<file path="config.mk">
export PLATFORM = sky130hd
export DESIGN_NAME = wp_front
export DESIGN_NICKNAME = d
export VERILOG_FILES = /design/src/rtl/core/wp_pkg.sv /design/src/rtl/core/wp_front.sv
export SDC_FILE = /design/constraint.sdc
export NUM_CORES = 1
export LEC_CHECK = 0
export ABC_AREA = 1
export BUFFER_PORTS_ARGS = -buffer_cell sky130_fd_sc_hd__buf_2
export CAP_MARGIN = 0
export CORE_ASPECT_RATIO = 0.5
export CORE_MARGIN = 8
export CORE_UTILIZATION = 45
export CTS_CLUSTER_DIAMETER = 40
export DETAILED_ROUTE_END_ITERATION = 10
export GPL_TIMING_DRIVEN = 0
export PLACE_DENSITY_LB_ADDON = 0.05
export SYNTH_ARGS = -nofsm -noshare
export SYNTH_HDL_FRONTEND = slang
export SYNTH_SLANG_ARGS = --single-unit
</file>
<file path="constraint.sdc">
create_clock -name i_clk -period 3.2 [get_ports i_clk]
set_input_delay 0.48 -clock i_clk [delete_from_list [all_inputs] [get_ports i_clk]]
set_output_delay 0.48 -clock i_clk [all_outputs]
set_load 0.02 [all_outputs]
</file>
<file path="src/rtl/core/wp_pkg.sv">
`default_nettype none
// ----------------------------------------------------------------------------
// wp_pkg: shared types, constants and functions of the whirlpool hash engine
// ----------------------------------------------------------------------------
package wp_pkg;

    localparam int WP_ROUNDS = 10;
    localparam int WP_QDEPTH = 2;
    localparam logic [63:0] WP_PAD_WORD = 64'h8000_0000_0000_0000;

    typedef struct packed {
        logic [63:0] data_word;
        logic [3:0]  byte_count;
        logic        last_word;
    } t_in_item;

    typedef struct packed {
        logic [63:0] digest_word;
        logic [2:0]  word_index;
        logic        final_flag;
    } t_out_item;

    typedef logic [7:0][63:0] t_block;

    // classified job handed from front to back
    typedef struct packed {
        logic [63:0] word;     // word to store, already padded when last
        logic        last;
        logic        full;     // last word carries all eight bytes, pad goes in the next word
        logic [63:0] bits;     // total message length in bits, valid when last
    } t_job;

    typedef enum logic [2:0] {
        ST_IDLE,
        ST_ROUND,
        ST_PAD2,
        ST_EMIT
    } t_back_state;

    function automatic logic [3:0] box_e(input logic [3:0] x);
        logic [3:0] r;
        case (x)
            4'h0: r = 4'h1; 4'h1: r = 4'hB; 4'h2: r = 4'h9; 4'h3: r = 4'hC;
            4'h4: r = 4'hD; 4'h5: r = 4'h6; 4'h6: r = 4'hF; 4'h7: r = 4'h3;
            4'h8: r = 4'hE; 4'h9: r = 4'h8; 4'hA: r = 4'h7; 4'hB: r = 4'h4;
            4'hC: r = 4'hA; 4'hD: r = 4'h2; 4'hE: r = 4'h5; default: r = 4'h0;
        endcase
        return r;
    endfunction

    function automatic logic [3:0] box_ei(input logic [3:0] x);
        logic [3:0] r;
        case (x)
            4'h0: r = 4'hF; 4'h1: r = 4'h0; 4'h2: r = 4'hD; 4'h3: r = 4'h7;
            4'h4: r = 4'hB; 4'h5: r = 4'hE; 4'h6: r = 4'h5; 4'h7: r = 4'hA;
            4'h8: r = 4'h9; 4'h9: r = 4'h2; 4'hA: r = 4'hC; 4'hB: r = 4'h1;
            4'hC: r = 4'h3; 4'hD: r = 4'h4; 4'hE: r = 4'h8; default: r = 4'h6;
        endcase
        return r;
    endfunction

    function automatic logic [3:0] box_r(input logic [3:0] x);
        logic [3:0] r;
        case (x)
            4'h0: r = 4'h7; 4'h1: r = 4'hC; 4'h2: r = 4'hB; 4'h3: r = 4'hD;
            4'h4: r = 4'hE; 4'h5: r = 4'h4; 4'h6: r = 4'h9; 4'h7: r = 4'hF;
            4'h8: r = 4'h6; 4'h9: r = 4'h3; 4'hA: r = 4'h8; 4'hB: r = 4'hA;
            4'hC: r = 4'h2; 4'hD: r = 4'h5; 4'hE: r = 4'h1; default: r = 4'h0;
        endcase
        return r;
    endfunction

    function automatic logic [7:0] sbox(input logic [7:0] x);
        logic [3:0] y1, y2, m;
        y1 = box_e(x[7:4]);
        y2 = box_ei(x[3:0]);
        m  = box_r(y1 ^ y2);
        return {box_e(y1 ^ m), box_ei(y2 ^ m)};
    endfunction

    // multiply by 2 in GF(2^8) modulo 0x11d
    function automatic logic [7:0] x2(input logic [7:0] a);
        return {a[6:0], 1'b0} ^ (a[7] ? 8'h1D : 8'h00);
    endfunction

    // sbox then mds row {1,1,4,1,8,5,2,9}, rotated right by k bytes
    function automatic logic [63:0] mix_entry(input logic [2:0] k, input logic [7:0] x);
        logic [7:0]  s, s2, s4, s8;
        logic [63:0] w;
        s  = sbox(x);
        s2 = x2(s);
        s4 = x2(s2);
        s8 = x2(s4);
        w  = {s, s, s4, s, s8, s4 ^ s, s2, s8 ^ s};
        return (w >> {k, 3'b000}) | (w << (7'd64 - {1'b0, k, 3'b000}));
    endfunction

    function automatic t_block round_layer(input t_block src, input t_block add);
        t_block d;
        for (int i = 0; i < 8; i++) begin
            d[i] = add[i];
            for (int k = 0; k < 8; k++) begin
                d[i] ^= mix_entry(3'(k), src[(i - k) & 7][63 - 8 * k -: 8]);
            end
        end
        return d;
    endfunction

    function automatic logic [63:0] round_const(input logic [3:0] r);
        logic [63:0] c;
        for (int k = 0; k < 8; k++) begin
            c[63 - 8 * k -: 8] = sbox(8'({r - 4'd1, 3'b000}) + 8'(k));
        end
        return c;
    endfunction

endpackage
`default_nettype wire

</file>
<file path="src/rtl/core/wp_front.sv">
`default_nettype none
// ----------------------------------------------------------------------------
// wp_front: input classifier
// masks and pads the last word, tracks message length, pushes jobs to a queue
// ----------------------------------------------------------------------------
module wp_front
    import wp_pkg::*;
(
    input  wire logic     i_clk,
    input  wire logic     i_rst_n,
    input  wire logic     i_start,
    input  wire t_in_item i_item,
    output logic          o_push,
    output t_job          o_job
);
    logic [63:0] r_bits, n_bits;
    logic [3:0]  n_cnt;
    logic [63:0] pad, mask;

    always_comb begin
        n_cnt = (!i_item.last_word || i_item.byte_count > 4'd8) ? 4'd8 : i_item.byte_count;
        mask  = (n_cnt == 4'd0) ? 64'd0 : ~(64'hFFFF_FFFF_FFFF_FFFF >> {n_cnt, 3'b000});
        pad   = (n_cnt == 4'd8) ? 64'd0 : (64'h80 << (7'd56 - {n_cnt[2:0], 3'b000}));
        n_bits = r_bits + {57'd0, n_cnt, 3'b000};
        o_push = i_start;
        o_job.word = (i_item.data_word & mask) | pad;
        o_job.last = i_item.last_word;
        o_job.full = i_item.last_word && (n_cnt == 4'd8);
        o_job.bits = n_bits;
    end

    always_ff @(posedge i_clk) begin
        if (!i_rst_n) begin
            r_bits <= '0;
        end else if (i_start) begin
            r_bits <= i_item.last_word ? 64'd0 : n_bits;
        end
    end
endmodule
`default_nettype wire

</file>
Yosys cells after proc, flatten, opt, wreduce, memory -nomap -nowiden
Index checks and enable logic that the tools add are counted.
Word-level totals
  bits in registers: 64
  bits in latches: 0
  RAM bits: 0
  bits in read-only memories: 0
  bits of input ports: 72
  memories kept: 0
Cells by class
  add/sub/neg operators: 2
  multiply operators: 0
  divide/modulo/power cells: 0
  $lt $le $gt $ge: 1
  equality and inequality tests: 1
  shift operators: 2
  mux-type cells: 4
  bitwise logic cells: 3
  reduce and logical (&&, ||, !) cells: 4
Operators with widths (count)
  $mux 64: 3
  $add 64x7->64: 1
  $and 64x64->64: 1
  $not 64->64: 1
  $or 64x64->64: 1
  $shl 8x7->64 const A: 1
  $shr 64x7->64 const A: 1
  $sub 6x6->7 const A: 1
  $eq 4x4->1 const B: 1
  $gt 4x4->1 const B: 1
  $logic_not 4->1: 1
  $mux 4: 1
  $logic_and 1x1->1: 1
  $logic_not 1->1: 1
  $logic_or 1x1->1: 1

Depth between registers and ports, before layout
  word-level depth: 8
  gate-level depth with buffers: 21
  depth with buffers taken out: 20

Worst setup path after synthesis
No wires, ideal clock.
  path type: input-to-output
  start: input i_item[0] in the netlist's numbering
  end: output o_job[33] in the netlist's numbering
  arrival: 2628 ps
  data required time: 2720 ps
  setup slack: 92 ps
  stages on the path: 15
  buffers on the path: 1
  path through: buf_2 -> inv_1 -> nor2_1 -> a31oi_1 -> inv_1 -> nand2_1 -> inv_1 -> ha_1 -> inv_1 -> fa_1 -> inv_1 -> nand4_1 -> nand2_2 -> nand3_1 -> xnor2_1
RTL lines
  start, declared: RTL line wp_front.sv:12  | input wire t_in_item i_item,
  end, declared: RTL line wp_front.sv:14  | output t_job o_job

==> impl_metrics.toml <==
[worst_setup_path]
critPathKind = "in -> out"
cp.arrival_ps = 2620
cp.required_ps = 2720
critPathLaunchType = "input pin"
path_delay_family = "buffers and inverters"
cpMostUsedCell = "inv_2"
worstPathCellList = "buf_6 -> inv_2 -> nor2_4 -> a31oi_4 -> inv_2 -> nand2_2 -> inv_2 -> ha_4 -> inv_2 -> fa_2 -> o21ai_4 -> buf_12 -> buf_4 -> nand2_1 -> xnor2_2 -> buf_4"
path_buf_inv = 8
path_max_fanout = 7
slowest_stage = "fa_2"
cpPeakStageDelay_ps = 400
cp-end-kind = "output pin"

[global_route]
grt_pass1_wl_mm = 32.48
antenna_found_initial = 0
grt_max_degree = 11
grt_pass1_vias = 5778
gr-total-overflow = 0
track_usage_pct = 26.69

[layout]
final_cell_mix = "nand2_1, buf_2, inv_1"
postLayoutCellArea_mm2 = 0.006889
final_common_cell = "nand2_1"
drive_gt1_share_pct = 26.08
largest_reg_flops = 61
reg_top3 = "r_bits x61"
instances_no_fill = 1280
area.growth.synth_to_final_pct = 33.87
top_register = "r_bits"
post-route-util_pct = 62.17
antennaDiodeCount = 0
nNetsFinal = 1206

[timing]
finalHoldViolCount = 0
fin_crit_ps = 3099
max_freq_mhz = 322.7
worstMarginPinSlew_ps = 850.1
hold-worst-slack_ps = 356.7
fin_crit_sh_pct = 96.85
fin_skew_ps = 8.567
relSlewSlack_pct = 43.12
drv_slew = 0
setup_viol = 0

[place]
dpl_cell_area_mm2 = 0.006326
post-place-cells = 1251
port_buffers = 198
place_hpwl_mm = 17.61
place_congestion = 0.9645

[cts]
cts-buffers-inserted = 9
root_buffer = "clkbuf_16"
path_clk_slew_ps = 60
clock_sinks = 61
cts_tree = "done"
cts_buffer_depth = 2
hold_buffers = 0
insertion_delay_ps = 330
htreeDepth = 3

[die]
ioPinCount = 203
core_mm2 = 0.01108
fp.dieH_um = 91.62
die_w_um = 167.2
num_rows = 27
dieArea_mm2 = 0.01532
initial_core_util_pct = 46.44

[detailed_routing]
drc = 0
routed_wl_mm = 21.17
antenna_left = 0
post_drt_wl_per_cell_um = 16.54
vias = 6390
via_per_inst = 4.992
drt_first_pass_iters = 5
drtIter0Drc = 571

[yosys]
ys_types = 36
ys_ff_latch = 61
syn_area_per_cell_um2 = 5.680
ys_warn_count = 0
synth_seq_area_share_pct = 23.73
netlist_area_mm2 = 0.005146
postSynthCellCount = 906

[hold_path]
hold_class = "in -> reg"

[power_and_ir_drop]
power.density_mw_per_mm2 = 297.2
leakage_nw = 3.441
peakVddDrop_mv = 0.2161
power_mw = 2.048

[run]
drv_cap = 0

[outcome]
status = "finished clean"
==> per-stage QoR <==
step,TNS [ps],setup WS (ps)
finish,0,100.9
global placement,-5401,-322.7
detailed placement,-7151,-398.7
global route,-69.56,-25.53
floorplan,0,91.87
CTS,0,9.521
==> Yosys cell counts <==
library cell	number	area, um^2
o21ai_4	1	16.27
nand2_1	291	1092
a21oi_1	64	320.3
inv_2	2	7.510
xor2_1	21	183.9
fa_1	1	20.02
or2_2	1	6.260
nor2_1	136	510.5
o21ai_0	9	45.04
nor3_1	10	50.05
nand4_1	12	75.07
conb_1	1	3.750
clkinv_1	2	7.510
a21oi_2	1	8.760
dfxtp_1	61	1221
nor2_2	3	18.77
and2_1	1	6.260
nand4_2	1	12.51
ha_1	3	37.54
a31oi_1	1	6.260
nor2_4	7	78.83
nand2_4	5	56.30
o21bai_2	1	11.26
inv_1	145	544.3
xnor2_1	12	105.1
nand3b_1	13	97.59
clkbuf_1	17	63.81
nor4_1	1	6.260
nor3_2	1	10.01
nand2_2	6	37.54
buf_2	4	20.02
buf_4	5	37.54
nand3_2	2	20.02
nand3_1	58	290.3
nand2_8	1	20.02
xor2_2	6	97.59
==> layout make-up <==
cell class / instances / area (um^2)
clock inverters: 4 / 22.52
clock buffers: 12 / 256.5
fillers: 1116 / 4192
flip-flops and latches: 61 / 1221
repair buffers: 211 / 1130
inverters: 149 / 559.3
multi-input cells: 672 / 3391
plain buffers: 26 / 127.6
well taps: 145 / 181.4
==> power by group <==
| part | internal, mW | switching, mW |
|---|---|---|
| clock network | 0.562 | 0.365 |
| logic | 0.123 | 0.234 |
| registers | 0.761 | 0.00165 |
| total | 1.45 | 0.601 |
==> worst register-to-register path: stages (launching register included) <==
cell	delay, ps
dfxtp_1	420
nand2_1	130
inv_1	90
nand3_1	130
nor2_1	580
nand4_1	210
nand2_1	280
nand2_1	80
nand2_1	60
nand2_1	60
nand2_1	60
a21oi_1	60
==> what timing repair did <==
action,4_1_cts,5_1_grt
gates resized for setup,19,29
buffers inserted,6,7
endpoints found under the setup margin,31,39
pin swaps,6,11
==> metal layers <==
| metal | share of wire (%) | track usage, % | routed length (um) | up-vias |
|---|---|---|---|---|
| li1 | - | - | - | 3211 |
| met1 | 44 | 34.02 | 9337 | 2881 |
| met2 | 46 | 45.66 | 9756 | 273 |
| met3 | 8.4 | 6.499 | 1785 | 25 |
| met4 | 1.4 | 5.018 | 290 | 0 |
| met5 | 0 | 0 | 0 | - |
==> worst paths after layout <==
| path | slack [ps] | to | depth (start not counted) | startpoint |
|---|---|---|---|---|
| worst min register to register | 480 | r_bits[58] | 2 | r_bits[58] |
| worst min-delay path | 360 | r_bits[3] | 2 | i_start |
| worst max-delay path | 100 | o_job[39] | 16 | i_item[0] |
| worst max register to register | 910 | r_bits[53] | 11 | r_bits[19] |
==> logic make-up (layout without fill, tap and decap cells) <==
family          count (synthesis)  count (layout)  synth area share, %
compound gates                 77              77                7.926
xor+xnor                       39              39                7.513
fa+ha+maj                       4               4                1.118
buf+inv                       175             402                13.23
flops                          61              61                23.73
other cells                     1               3              0.07287
simple gates                  549             549                46.41
Power figures use the tool's default switching activity.
