`src/rtl/core/wp_pkg.sv`:
```
`default_nettype none
// ----------------------------------------------------------------------------
// wp_pkg: shared types, constants and functions of the whirlpool hash engine
// ----------------------------------------------------------------------------
package wp_pkg;

    localparam int WP_ROUNDS = 10;
    localparam int WP_QDEPTH = 2;
    localparam logic [63:0] WP_PAD_WORD = 64'h8000_0000_0000_0000;

    typedef struct packed {
        logic [63:0] data_word;
        logic [3:0]  byte_count;
        logic        last_word;
    } t_in_item;

    typedef struct packed {
        logic [63:0] digest_word;
        logic [2:0]  word_index;
        logic        final_flag;
    } t_out_item;

    typedef logic [7:0][63:0] t_block;

    // classified job handed from front to back
    typedef struct packed {
        logic [63:0] word;     // word to store, already padded when last
        logic        last;
        logic        full;     // last word carries all eight bytes, pad goes in the next word
        logic [63:0] bits;     // total message length in bits, valid when last
    } t_job;

    typedef enum logic [2:0] {
        ST_IDLE,
        ST_ROUND,
        ST_PAD2,
        ST_EMIT
    } t_back_state;

    function automatic logic [3:0] box_e(input logic [3:0] x);
        logic [3:0] r;
        case (x)
            4'h0: r = 4'h1; 4'h1: r = 4'hB; 4'h2: r = 4'h9; 4'h3: r = 4'hC;
            4'h4: r = 4'hD; 4'h5: r = 4'h6; 4'h6: r = 4'hF; 4'h7: r = 4'h3;
            4'h8: r = 4'hE; 4'h9: r = 4'h8; 4'hA: r = 4'h7; 4'hB: r = 4'h4;
            4'hC: r = 4'hA; 4'hD: r = 4'h2; 4'hE: r = 4'h5; default: r = 4'h0;
        endcase
        return r;
    endfunction

    function automatic logic [3:0] box_ei(input logic [3:0] x);
        logic [3:0] r;
        case (x)
            4'h0: r = 4'hF; 4'h1: r = 4'h0; 4'h2: r = 4'hD; 4'h3: r = 4'h7;
            4'h4: r = 4'hB; 4'h5: r = 4'hE; 4'h6: r = 4'h5; 4'h7: r = 4'hA;
            4'h8: r = 4'h9; 4'h9: r = 4'h2; 4'hA: r = 4'hC; 4'hB: r = 4'h1;
            4'hC: r = 4'h3; 4'hD: r = 4'h4; 4'hE: r = 4'h8; default: r = 4'h6;
        endcase
        return r;
    endfunction

    function automatic logic [3:0] box_r(input logic [3:0] x);
        logic [3:0] r;
        case (x)
            4'h0: r = 4'h7; 4'h1: r = 4'hC; 4'h2: r = 4'hB; 4'h3: r = 4'hD;
            4'h4: r = 4'hE; 4'h5: r = 4'h4; 4'h6: r = 4'h9; 4'h7: r = 4'hF;
            4'h8: r = 4'h6; 4'h9: r = 4'h3; 4'hA: r = 4'h8; 4'hB: r = 4'hA;
            4'hC: r = 4'h2; 4'hD: r = 4'h5; 4'hE: r = 4'h1; default: r = 4'h0;
        endcase
        return r;
    endfunction

    function automatic logic [7:0] sbox(input logic [7:0] x);
        logic [3:0] y1, y2, m;
        y1 = box_e(x[7:4]);
        y2 = box_ei(x[3:0]);
        m  = box_r(y1 ^ y2);
        return {box_e(y1 ^ m), box_ei(y2 ^ m)};
    endfunction

    // multiply by 2 in GF(2^8) modulo 0x11d
    function automatic logic [7:0] x2(input logic [7:0] a);
        return {a[6:0], 1'b0} ^ (a[7] ? 8'h1D : 8'h00);
    endfunction

    // sbox then mds row {1,1,4,1,8,5,2,9}, rotated right by k bytes
    function automatic logic [63:0] mix_entry(input logic [2:0] k, input logic [7:0] x);
        logic [7:0]  s, s2, s4, s8;
        logic [63:0] w;
        s  = sbox(x);
        s2 = x2(s);
        s4 = x2(s2);
        s8 = x2(s4);
        w  = {s, s, s4, s, s8, s4 ^ s, s2, s8 ^ s};
        return (w >> {k, 3'b000}) | (w << (7'd64 - {1'b0, k, 3'b000}));
    endfunction

    function automatic t_block round_layer(input t_block src, input t_block add);
        t_block d;
        for (int i = 0; i < 8; i++) begin
            d[i] = add[i];
            for (int k = 0; k < 8; k++) begin
                d[i] ^= mix_entry(3'(k), src[(i - k) & 7][63 - 8 * k -: 8]);
            end
        end
        return d;
    endfunction

    function automatic logic [63:0] round_const(input logic [3:0] r);
        logic [63:0] c;
        for (int k = 0; k < 8; k++) begin
            c[63 - 8 * k -: 8] = sbox(8'({r - 4'd1, 3'b000}) + 8'(k));
        end
        return c;
    endfunction

endpackage
`default_nettype wire

```
`src/rtl/core/wp_queue.sv`:
```
`default_nettype none
// ----------------------------------------------------------------------------
// wp_queue: job queue
// small fifo between the classifier and the compression unit
// ----------------------------------------------------------------------------
module wp_queue
    import wp_pkg::*;
#(
    parameter int DEPTH = WP_QDEPTH
) (
    input  wire logic i_clk,
    input  wire logic i_rst_n,
    input  wire logic i_push,
    input  wire t_job i_job,
    input  wire logic i_pop,
    output logic      o_valid,
    output logic      o_full,
    output t_job      o_job
);
    localparam int AW = (DEPTH > 1) ? $clog2(DEPTH) : 1;
    t_job             r_mem [DEPTH];
    logic [AW-1:0]    r_rd, r_wr;
    logic [AW:0]      r_cnt;

    assign o_valid = (r_cnt != '0);
    assign o_full  = (r_cnt == (AW + 1)'(DEPTH));
    assign o_job   = r_mem[r_rd];

    always_ff @(posedge i_clk) begin
        if (i_push) r_mem[r_wr] <= i_job;
    end

    always_ff @(posedge i_clk) begin
        if (!i_rst_n) begin
            r_rd <= '0;
            r_wr <= '0;
            r_cnt <= '0;
        end else begin
            if (i_push) r_wr <= (r_wr == AW'(DEPTH - 1)) ? '0 : r_wr + 1'b1;
            if (i_pop)  r_rd <= (r_rd == AW'(DEPTH - 1)) ? '0 : r_rd + 1'b1;
            r_cnt <= r_cnt + (AW + 1)'(i_push) - (AW + 1)'(i_pop);
        end
    end
endmodule
`default_nettype wire

```
`config.mk`:
```
export PLATFORM = sky130hd
export DESIGN_NAME = wp_queue
export DESIGN_NICKNAME = d
export VERILOG_FILES = /design/src/rtl/core/wp_pkg.sv /design/src/rtl/core/wp_queue.sv
export SDC_FILE = /design/constraint.sdc
export NUM_CORES = 1
export LEC_CHECK = 0
export BUFFER_PORTS_ARGS = -buffer_cell sky130_fd_sc_hd__buf_2
export CAP_MARGIN = 15
export CORE_AREA = 2 2 140 142
export CTS_CLUSTER_DIAMETER = 80
export DETAILED_ROUTE_END_ITERATION = 10
export DIE_AREA = 0 0 142 144
export PLACE_DENSITY = 0.87
export SLEW_MARGIN = 20
export SYNTH_ARGS = -nofsm -noshare
export SYNTH_HDL_FRONTEND = slang
export SYNTH_SLANG_ARGS = --single-unit
```
`constraint.sdc`:
```
create_clock -name i_clk -period 8 [get_ports i_clk]
set_clock_uncertainty 0.1 [all_clocks]
set_input_delay 0.4 -clock i_clk [delete_from_list [all_inputs] [get_ports i_clk]]
set_output_delay 0.4 -clock i_clk [all_outputs]
set_load 0.02 [all_outputs]
```
Yosys cells after proc, flatten, opt, wreduce, memory -nomap -nowiden
Memories as Yosys holds them, arrays and structs flattened. A register that Yosys moved wholly into a read port is not among the register bits.
Cells that the tools add are included.
{"block": "totals", "regBits": 4, "word_cells": 16, "ram_bits": 260, "n_memories": 1}
{"name": "r_mem", "words": 2, "word_bits": 130, "read_ports": 1, "rd_ports_with_merged_regs": 1, "write_ports": 1, "line": "wp_queue.sv:21", "rtl": "t_job r_mem [DEPTH];"}
{"block": "op_classes", "reduce_logical": 1, "n_eq_ne": 1, "n_mux": 6, "n_addsub": 4}
{"operator": "$mux 1", "n": 6}
{"operator": "$add 1x1->1 const B", "n": 2}
{"operator": "$add 2x1->2", "n": 1}
{"operator": "$eq 2x2->1 const B", "n": 1}
{"operator": "$reduce_bool 2->1", "n": 1}
{"operator": "$sub 2x1->2", "n": 1}

Depth between registers and ports, before layout
Gate-level depths: netlist of the first run.
{"block": "depth", "ltp_word": 4, "depth_mapped": 6, "mapped_depth_nobuf": 6}

Least setup slack after synthesis of the first run
OpenSTA, ideal clock, no wires.
{"block": "synth_path", "path_kind": "input port to flip-flop", "startpoint": "input i_push", "endpoint": "memory r_mem[0][0] (netlist bit), enable pin", "setup_slack_ns": 1.199, "t_arrival_ns": 6.065, "t_required_ns": 7.264, "path_stages": 1, "path_cell_list": "nor2b_1"}
{"block": "synth_via", "elab_chain_cells": 2}
{"element": "from (decl)", "line": "wp_queue.sv:13", "rtl": "input wire logic i_push,"}
{"element": "$mux 1", "line": "wp_queue.sv:30", "rtl": "if (i_push) r_mem[r_wr] <= i_job;"}
{"element": "$mux 1 (implied by the code)", "line": "wp_queue.sv:30"}
{"element": "to (decl)", "line": "wp_queue.sv:21"}
Every way passes these cells.

==> results.tsv, run 1 <==
stage	metric	value	unit
status	status	finished clean	
clock_network	CTS Root Cell	clkbuf_16	
global_routing	initial antenna violation count	0	
finish	layout cells sized above 1	51.4	%
pwr	leak pwr	5.07	nW
timing	Final period util	43.1	%
timing	RSZ-0062 raised after global routing	false	
global_routing	Global Route Usage Sum	19.5	%
timing	Final Hold Viols	0	
die	I/O Pins	266	
detailed_routing	via/cell ratio	5.05	
timing	Max transition margin	32.5	%
finish	Area Overhead vs Synth	38.5	%
clock_network	Sink Count	265	
detailed_routing	Pre-antenna DRT Iters	6	
place	RD Place Congestion	0.761	
detailed_routing	total number of vias	5536	
global_routing	largest net degree at the start of global routing	75	
worst_setup_path	max incr delay on CP	840	ps
detailed_routing	DRC	0	
die	row count	51	
logic_synthesis	syn_nets	561	
worst_setup_path	crit path DAT	2950	ps
global_routing	gr ovfl total	0	
logic_synthesis	#FFs+latches synth	265	
timing	setup_tns	0	ps
worst_setup_path	crit end category	output pin	
clock_network	clock transition at the registers of the reported paths	60	ps
worst_hold_path	Min-Delay Path Depth	2	
worst_setup_path	R2R depth	2	
place	Buffers on Ports	265	
worst_setup_path	CP max FO	74	
worst_hold_path	Hold Path Class	in2reg	
logic_synthesis	Yosys warning total	0	
timing	Max Freq	290	MHz
die	Core Footprint	19100	um^2
worst_setup_path	CP cell instances	buf_4 > mux2_2 > buf_2	
worst_setup_path	CP max stage cell	dfxtp_4	
timing	worst-margin pin slew	1010	ps
logic_synthesis	Cell Area, Synth	9630	um^2
place	DP Wirelength	11300	um
detailed_routing	DR WL/cell	19.0	um
finish	Final Cell Area	13300	um^2
worst_setup_path	cell family with most CP delay	buffers and inverters	
pwr	Final Power	3.28	mW
worst_setup_path	worst endpoint required time	7500	ps
pwr	worst vdd ir	0.220	mV
pwr	PwrDens	246	nW/um^2
timing	Final min period	3450	ps
die	Die Area	20400	um^2
clock_network	clk buf depth	3	
worst_setup_path	instance count on the critical path	3	
die	Die X	142	um
detailed_routing	initial drt markers	301	
logic_synthesis	syn avg cell area	22.7	um^2
global_routing	vias in the first global route	5986	
clock_network	clock network latency to the later pin of the worst-skew pair	510	ps
finish	diode count	0	
worst_setup_path	Crit Path Category	reg2out	
run	number of max-cap violations	0	
worst_setup_path	CP Launch Type	register	
clock_network	CTS Buf Count	26	
detailed_routing	Final ANT Viol Nets	0	
logic_synthesis	sequential fraction of the synthesis area	82.1	%
clock_network	H-tree depth	1	
clock_network	post_cts resized	0	
detailed_routing	Total Wirelength	20900	um
logic_synthesis	Post-Syn Instances	425	
die	Initial Utilization	50.5	%
die	Die Ht	144	um
logic_synthesis	Unique masters post-synth	14	
timing	Final Max Tran Viols	0	
place	Post-DP Area	11200	um^2
global_routing	first-pass GRT wire length	30700	um
finish	NumNets Final	974	
worst_setup_path	CP Buf/Inv Count	2	
timing	Setup Viol. Count Final	0	
clock_network	CTS tree	done	
## cell usage after synthesis (all sizes together)
master    n  share of area, %
and2      4              0.26
buf      14               1.4
dfxtp     5               1.0
edfxtp  260                81
ha        2              0.26
inv       2             0.078
mux2    130                15
nor2b     4              0.26
o21a      1             0.078
or2       1             0.065
xnor3     1              0.23
xor2      1             0.091
## worst paths after layout
path                                         from                endpoint  slack [ps]
worst max-delay path                     register                o_job[8]        4550
worst min-delay path                      i_rst_n     r_cnt[0]$_SDFF_PN0_          40
worst max register to register  r_wr$_SDFFE_PN0P_  r_mem[1][24]$_DFFE_PP_        5510
worst min register to register  r_rd$_SDFFE_PN0P_                register         490
## area by class of cell
type | instances | area (um^2)
Multi-Input combinational cell | 144 | 1590
Tap cell | 238 | 298
Sequential cell | 265 | 7910
Clock buffer | 31 | 691
Clock inverter | 17 | 183
Timing Repair Buffer | 399 | 2660
Inverter | 2 | 7.51
Fill cell | 1104 | 5740
## what timing repair did
item                                    4_1_cts  5_1_grt
buffers inserted                              0        0
endpoints found under the hold margin       260        0
hold buffers                                130        0
endpoints found under the setup margin        0        0
## layout by cell type (no fill, tap or decap), types with 2 or more instances in the layout
master	synthesis	final
inv_1	2	2
clkinvlp_4	0	2
dlygate4sd3_1	0	130
clkbuf_1	0	4
clkbuf_16	0	27
buf_4	1	4
buf_2	3	265
clkinv_2	0	5
ha_1	2	2
mux2_2	130	130
dfxtp_1	5	4
and2_1	4	3
edfxtp_1	260	260
clkinv_1	0	6
bufinv_16	0	4
nor2b_1	4	3
## metal layers
| layer | wire length (um) | GRT usage (%) |
|---|---|---|
| met5 | 0 | 0 |
| met4 | 627 | 6.32 |
| met3 | 1510 | 5.26 |
| met2 | 11100 | 36.3 |
| met1 | 7650 | 21.7 |
## power by group
group | total, mW | internal, mW | switching, mW
clock network | 1.23 | 0.743 | 0.490
registers | 1.64 | 1.61 | 0.0300
logic | 0.412 | 0.189 | 0.223
total | 3.28 | 2.54 | 0.743
## stage by stage
stage / instances / worst slack (ps) / hold WS, ps / utilization (%)
3_5_place_dp: 918 / 5110 / 467 / 58.5
5_1_grt: 1096 / 4400 / 43.2 / 69.9
3_3_place_gp: 918 / 5100 / 464 / 58.5
6_report: 1096 / 4550 / 43.0 / 69.9
4_1_cts: 1096 / 4560 / 25.2 / 69.9
2_1_floorplan: 425 / 1200 / 399 / -
## kinds of logic after synthesis
group           count (synthesis)  synth area share, %
mux                           130                 15.2
compound gates                  1               0.0780
flops                         265                 82.1
xor+xnor                        2                0.325
fa+ha+maj                       2                0.260
buf+inv                        16                 1.48
simple gates                    9                0.584
## sequential cells by signal, summed over array words and instances, names as in the netlist, named ones only
register and flops:
r_wr 1, r_rd 1, r_cnt 2, r_mem 260
Note: power is estimated with default switching activity, not from simulation.
==> run 2: changes to the inputs <==
Settings changed: CORE_AREA 2 2 140 142 to 2 2 147 149, DIE_AREA 0 0 142 144 to 0 0 149 151, PLACE_DENSITY 0.87 to 0.84.
Clock period 8 ns to 2.8 ns, I/O delays scaled along.
==> run 2 against run 1 <==
Compared with the run above: worst setup slack worse by 4100 ps; worst hold slack improved by 200 ps; flip-flop and latch count did not move; largest cell class unchanged.
==> results.tsv, run 2 (same netlist as run 1, synthesis figures left out) <==
stage	metric	value	unit	change
global_routing	gr ovfl total	0		unchanged
finish	NumNets Final	982		+0.82%
global_routing	vias in the first global route	5834		-2.5%
clock_network	H-tree depth	1		unchanged
pwr	sw frac	23.0	%	+0.41 points
finish	Largest Register	r_mem		
worst_hold_path	Min-Delay Path Depth	2		unchanged
place	DP Cell Count	959		+4.5%
worst_setup_path	R2R depth	6		+4
detailed_routing	initial drt markers	207		-31%
finish	Core Util, Final	64.5	%	-5.5 points
pwr	PwrDens	668	nW/um^2	+170%
worst_setup_path	CP max FO	50		-32%
die	I/O Pins	266		unchanged
timing	Final Max Tran Viols	0		unchanged
timing	Max transition margin	70.6	%	+38 points
finish	max reg flops	260		unchanged
die	Die X	149	um	+4.9%
detailed_routing	DR WL/cell	17.9	um	-5.9%
die	Initial Utilization	46.3	%	-4.2 points
timing	RSZ-0062 raised after global routing	false		
finish	diode count	0		unchanged
detailed_routing	Final ANT Viol Nets	0		unchanged
status	status	finished clean		
place	Placement Setup Slack	1000	ps	-4110 ps
die	Die Ht	151	um	+4.9%
die	row count	53		+3.9%
clock_network	CTS Root Cell	clkbuf_16		
finish	Non-Filler Instances	1138		+3.8%
timing	setup_tns	0	ps	unchanged
global_routing	first-pass GRT wire length	30400	um	-0.88%
worst_hold_path	Hold Path Class	in2reg		
timing	Final period util	82.6	%	
global_routing	Global Route Usage Sum	17.3	%	-2.2 points
pwr	P_sw	2.07	mW	+180%
clock_network	clock network latency to the later pin of the worst-skew pair	510	ps	about the same
pwr	Flop pwr share	52.0	%	+2.1 points
timing	hold_ws	241	ps	+198 ps
timing	Final Hold Viols	0		unchanged
place	DP Wirelength	11800	um	+4.0%
finish	commonest non-fill, non-tap cell in the layout	buf_2		
clock_network	post_cts resized	0		unchanged
die	Die Area	22500	um^2	+10%
worst_setup_path	worst endpoint required time	2560	ps	-4940 ps
pwr	leak pwr	5.08	nW	+0.19%
finish	commonest cells after routing, fill and taps aside	265 x buf_2, 260 x edfxtp_1, 134 x dlygate4sd3_1, 130 x mux2_2, 27 x clkbuf_16		
finish	layout cells sized above 1	50.8	%	-0.65 points
detailed_routing	Total Wirelength	20400	um	-2.3%
clock_network	Sink Count	265		unchanged
finish	Area Overhead vs Synth	39.3	%	
finish	biggest registers after layout	r_mem x260, r_cnt x2		
run	number of max-cap violations	0		unchanged
clock_network	clock transition at the registers of the reported paths	60	ps	about the same
clock_network	CTS Buf Count	26		unchanged
pwr	worst vdd ir	0.556	mV	+150%
timing	Max Freq	432	MHz	
global_routing	initial antenna violation count	0		unchanged
pwr	combinational power share	13.6	%	+1.0 points
detailed_routing	via/cell ratio	4.85		-4.1%
global_routing	largest net degree at the start of global routing	56		-25%
worst_setup_path	crit path DAT	2070	ps	-880 ps
finish	Fillers	1368		+24%
timing	Setup Viol. Count Final	0		unchanged
timing	Final WS setup	486	ps	-4070 ps
pwr	Int Power	6.90	mW	+170%
worst_setup_path	Crit Path Category	reg2out		
clock_network	CTS tree	done		
detailed_routing	Pre-antenna DRT Iters	5		-1
timing	Final min period	2310	ps	
place	Buffers on Ports	265		unchanged
worst_setup_path	crit end category	output pin		
pwr	Clk network pwr share	34.4	%	-3.2 points
detailed_routing	DRC	0		unchanged
place	RD Place Congestion	0.754		-0.87%
timing	worst-margin pin slew	441	ps	-572 ps
clock_network	clk buf depth	3		unchanged
detailed_routing	total number of vias	5515		-0.38%
die	Core Footprint	20800	um^2	+9.1%
worst_setup_path	CP Launch Type	register		
-- run 2: changes by cell type in the layout (fill, tap and decap cells not counted) --
cell / before / now
buf_12: 0 / 7
buf_4: 4 / 1
bufinv_16: 4 / 0
clkbuf_1: 4 / 6
clkinv_1: 6 / 8
clkinv_2: 5 / 4
clkinvlp_4: 2 / 0
dlygate4sd3_1: 130 / 134
-- run 2: worst paths after layout --
path | start | to | slack (ps)
worst max-delay path | register | o_job[50] | 490
worst min-delay path | i_job[18] | r_mem[1][18]$_DFFE_PP_ | 240
worst max register to register | r_cnt[0]$_SDFF_PN0_ | r_cnt[0]$_SDFF_PN0_ | 920
worst min register to register | r_rd$_SDFFE_PN0P_ | register | 500
-- run 2: metrics by stage --
step / cell area [um^2] / total power [mW]
floorplan: 9640 / 5.41
global placement: 11300 / 5.76
detailed placement: 11300 / 5.79
CTS: 13400 / 9.01
global route: 13400 / 9.28
finish: 13400 / 8.97
-- run 2: cell type report --
cell class / count / area [um^2] / area share [%]
clock buffers: 33 / 698 / 5.20
inverters: 2 / 7.51 / 0.0559
clock inverters: 12 / 50.0 / 0.373
flip-flops and latches: 265 / 7910 / 59.0
repair buffers: 407 / 2820 / 21.0
multi-input cells: 144 / 1590 / 11.9
well taps: 275 / 344 / 2.56
-- run 2: per-layer routing --
metal,up-vias,wire [um],GRT usage (%)
met1,2705,7750,20.2
met3,57,1500,4.19
met5,-,0,0
met2,223,10600,31.1
li1,2530,-,-
met4,0,571,6.33
-- run 2: timing repair --
item                                    CTS  global route
endpoints found under the hold margin   265             0
buffers inserted                          0             0
endpoints found under the setup margin    0             0
hold buffers                            134             0
-- run 2: power by group through the flow --
stage | combinational, mW | sequential [mW] | clock [mW]
floorplan | 0.692 | 4.71 | 0
global placement | 1.04 | 4.73 | 0
detailed placement | 1.06 | 4.74 | 0
CTS | 1.21 | 4.66 | 3.14
global route | 1.30 | 4.67 | 3.31
finish | 1.22 | 4.66 | 3.08
-- run 2: critical path: stages (launching register included) --
cell,delay (ps)
dfxtp_4,630
buf_12,320
mux2_2,390
buf_2,160
==> run 3: changes to the inputs <==
Clock period 2.8 ns to 2.05 ns, I/O delays scaled along.
==> run 3 against run 2 <==
Compared with the run above: combinational power up 43%; register-to-register slack worse by 700 ps; die area stayed put; wire length up 4.3%; critical path type unchanged; design area is 1.5% higher; first-iteration DRC count grew 1.9%; critical endpoint is now o_job[35]; sequential share of layout area fell by 0.89 points; flip-flop and latch count is the same.
==> results.tsv, run 3 (same netlist as run 1, synthesis figures left out) <==
stage	metric	value	unit	change
clock_network	clock network latency to the later pin of the worst-skew pair	520	ps	about the same
finish	Non-Filler Instances	1151		+1.1%
timing	setup_tns	0	ps	unchanged
worst_setup_path	CP max FO	35		-30%
detailed_routing	Final ANT Viol Nets	0		unchanged
place	DP Cell Count	963		+0.42%
detailed_routing	Pre-antenna DRT Iters	4		-1
timing	Max transition margin	70.8	%	+0.15 points
clock_network	H-tree depth	1		unchanged
finish	NumNets Final	991		+0.92%
pwr	combinational power share	13.7	%	about the same
pwr	PwrDens	939	nW/um^2	+41%
pwr	Clk network pwr share	36.8	%	+2.4 points
timing	Final WS setup	39.6	ps	-447 ps
die	row count	53		unchanged
worst_setup_path	CP cell instances	buf_8 > buf_16 > mux2_2 > buf_2		
global_routing	first-pass GRT wire length	31700	um	+4.3%
finish	biggest registers after layout	r_mem x260, r_cnt x2		
clock_network	CTS Buf Count	26		unchanged
die	I/O Pins	266		unchanged
timing	Final min period	2010	ps	
place	DP Wirelength	12000	um	+2.2%
die	Core Footprint	20800	um^2	unchanged
clock_network	Sink Count	265		unchanged
global_routing	largest net degree at the start of global routing	74		+32%
finish	Largest Register	r_mem		
worst_hold_path	Hold Path Class	in2reg		
timing	Setup Viol. Count Final	0		unchanged
timing	worst-margin pin slew	439	ps	-2.30 ps
global_routing	gr ovfl total	0		unchanged
worst_setup_path	worst endpoint required time	1850	ps	-710 ps
pwr	P_sw	2.93	mW	+42%
timing	Final Max Tran Viols	0		unchanged
place	RD Place Congestion	0.733		-2.7%
timing	Final period util	98.1	%	
pwr	leak pwr	5.19	nW	+2.1%
global_routing	initial antenna violation count	2		+2
detailed_routing	total number of vias	5515		unchanged
detailed_routing	DRC	0		unchanged
pwr	sw frac	22.9	%	-0.12 points
status	status	finished clean		
clock_network	CTS tree	done		
detailed_routing	via/cell ratio	4.79		-1.1%
worst_setup_path	CP Buf/Inv Count	3		+1
worst_setup_path	CP Launch Type	register		
die	Die Ht	151	um	unchanged
worst_setup_path	Crit Path Category	reg2out		
worst_setup_path	max incr delay on CP	380	ps	-250 ps
finish	layout cells sized above 1	52.0	%	+1.2 points
place	Buffers on Ports	265		unchanged
finish	max reg flops	260		unchanged
worst_setup_path	Reg2Reg Setup Slack	220	ps	-700 ps
finish	commonest cells after routing, fill and taps aside	265 x buf_2, 260 x edfxtp_1, 134 x dlygate4sd3_1, 130 x mux2_2, 27 x clkbuf_16		
timing	Final Hold Viols	0		unchanged
global_routing	Global Route Usage Sum	18.3	%	+0.97 points
pwr	Int Power	9.86	mW	+43%
clock_network	clk buf depth	3		unchanged
place	Placement Setup Slack	455	ps	-545 ps
finish	Area Overhead vs Synth	41.5	%	
pwr	Flop pwr share	49.5	%	-2.5 points
die	Die X	149	um	unchanged
die	Initial Utilization	46.3	%	unchanged
die	Die Area	22500	um^2	unchanged
finish	commonest non-fill, non-tap cell in the layout	buf_2		
timing	RSZ-0062 raised after global routing	true		
worst_setup_path	CP max stage cell	dfxtp_4		
clock_network	CTS Root Cell	clkbuf_16		
worst_setup_path	crit end category	output pin		
run	number of max-cap violations	0		unchanged
detailed_routing	Total Wirelength	21300	um	+4.3%
detailed_routing	DR WL/cell	18.5	um	+3.1%
pwr	Final Power	12.8	mW	+43%
timing	Max Freq	497	MHz	
detailed_routing	initial drt markers	211		+1.9%
clock_network	clock transition at the registers of the reported paths	60	ps	about the same
global_routing	vias in the first global route	5935		+1.7%
worst_setup_path	crit path DAT	1810	ps	-260 ps
pwr	worst vdd ir	0.941	mV	+69%
worst_setup_path	cell family with most CP delay	buffers and inverters		
[run 3: changes by cell type in the layout (fill, tap and decap cells not counted), sizes merged]
cell | previous run | this run
diode | 0 | 1
clkbuf | 33 | 32
bufinv | 0 | 3
clkinvlp | 0 | 1
inv | 2 | 3
buf | 273 | 282
clkinv | 12 | 11
[run 3: layer usage]
layer  track usage (%)  vias to the layer above  wire length, um
met2              34.1                      213            11300
met5                 0                        -                0
met4              6.00                        0              568
met1              20.8                     2707             8060
li1                  -                     2552                -
met3              4.07                       43             1310
[run 3: path summary, 6_finish.rpt]
kind | startpoint | end | depth (start not counted)
min | i_job[6] | r_mem[1][6]$_DFFE_PP_ | 2
max reg2reg | r_wr$_SDFFE_PN0P_ | r_wr$_SDFFE_PN0P_ | 4
min reg2reg | r_rd$_SDFFE_PN0P_ | register | 2
max | register | o_job[35] | 4
[run 3: what timing repair did]
action	4_1_cts	5_1_grt
gates cloned	1	0
gates resized for setup	1	3
setup buffers	4	0
endpoints found under the hold margin	270	0
hold buffers	134	0
endpoints found under the setup margin	115	52
[run 3: stage by stage]
stage | hold WS (ps) | utilization, % | cell area [um^2]
4_1_cts | 182 | 65.4 | 13600
3_5_place_dp | 193 | 54.5 | 11300
3_3_place_gp | 190 | 54.5 | 11300
2_1_floorplan | 101 | - | 9640
6_report | 206 | 65.4 | 13600
5_1_grt | 195 | 65.4 | 13600
[run 3: power groups by stage]
stage | logic [mW] | registers (mW) | clock network, mW
finish | 1.75 | 6.34 | 4.71
global route | 1.86 | 6.36 | 5.02
floorplan | 0.946 | 6.44 | 0
detailed placement | 1.46 | 6.47 | 0
global placement | 1.44 | 6.45 | 0
CTS | 1.74 | 6.34 | 4.77
[run 3: area by class of cell]
type,count,area [um^2]
flip-flops and latches,265,7910
fillers,1359,7190
repair buffers,416,2920
multi-input cells,144,1590
clock buffers,32,694
well taps,275,344
clock inverters,16,155
inverters,2,7.51
diodes,1,2.50
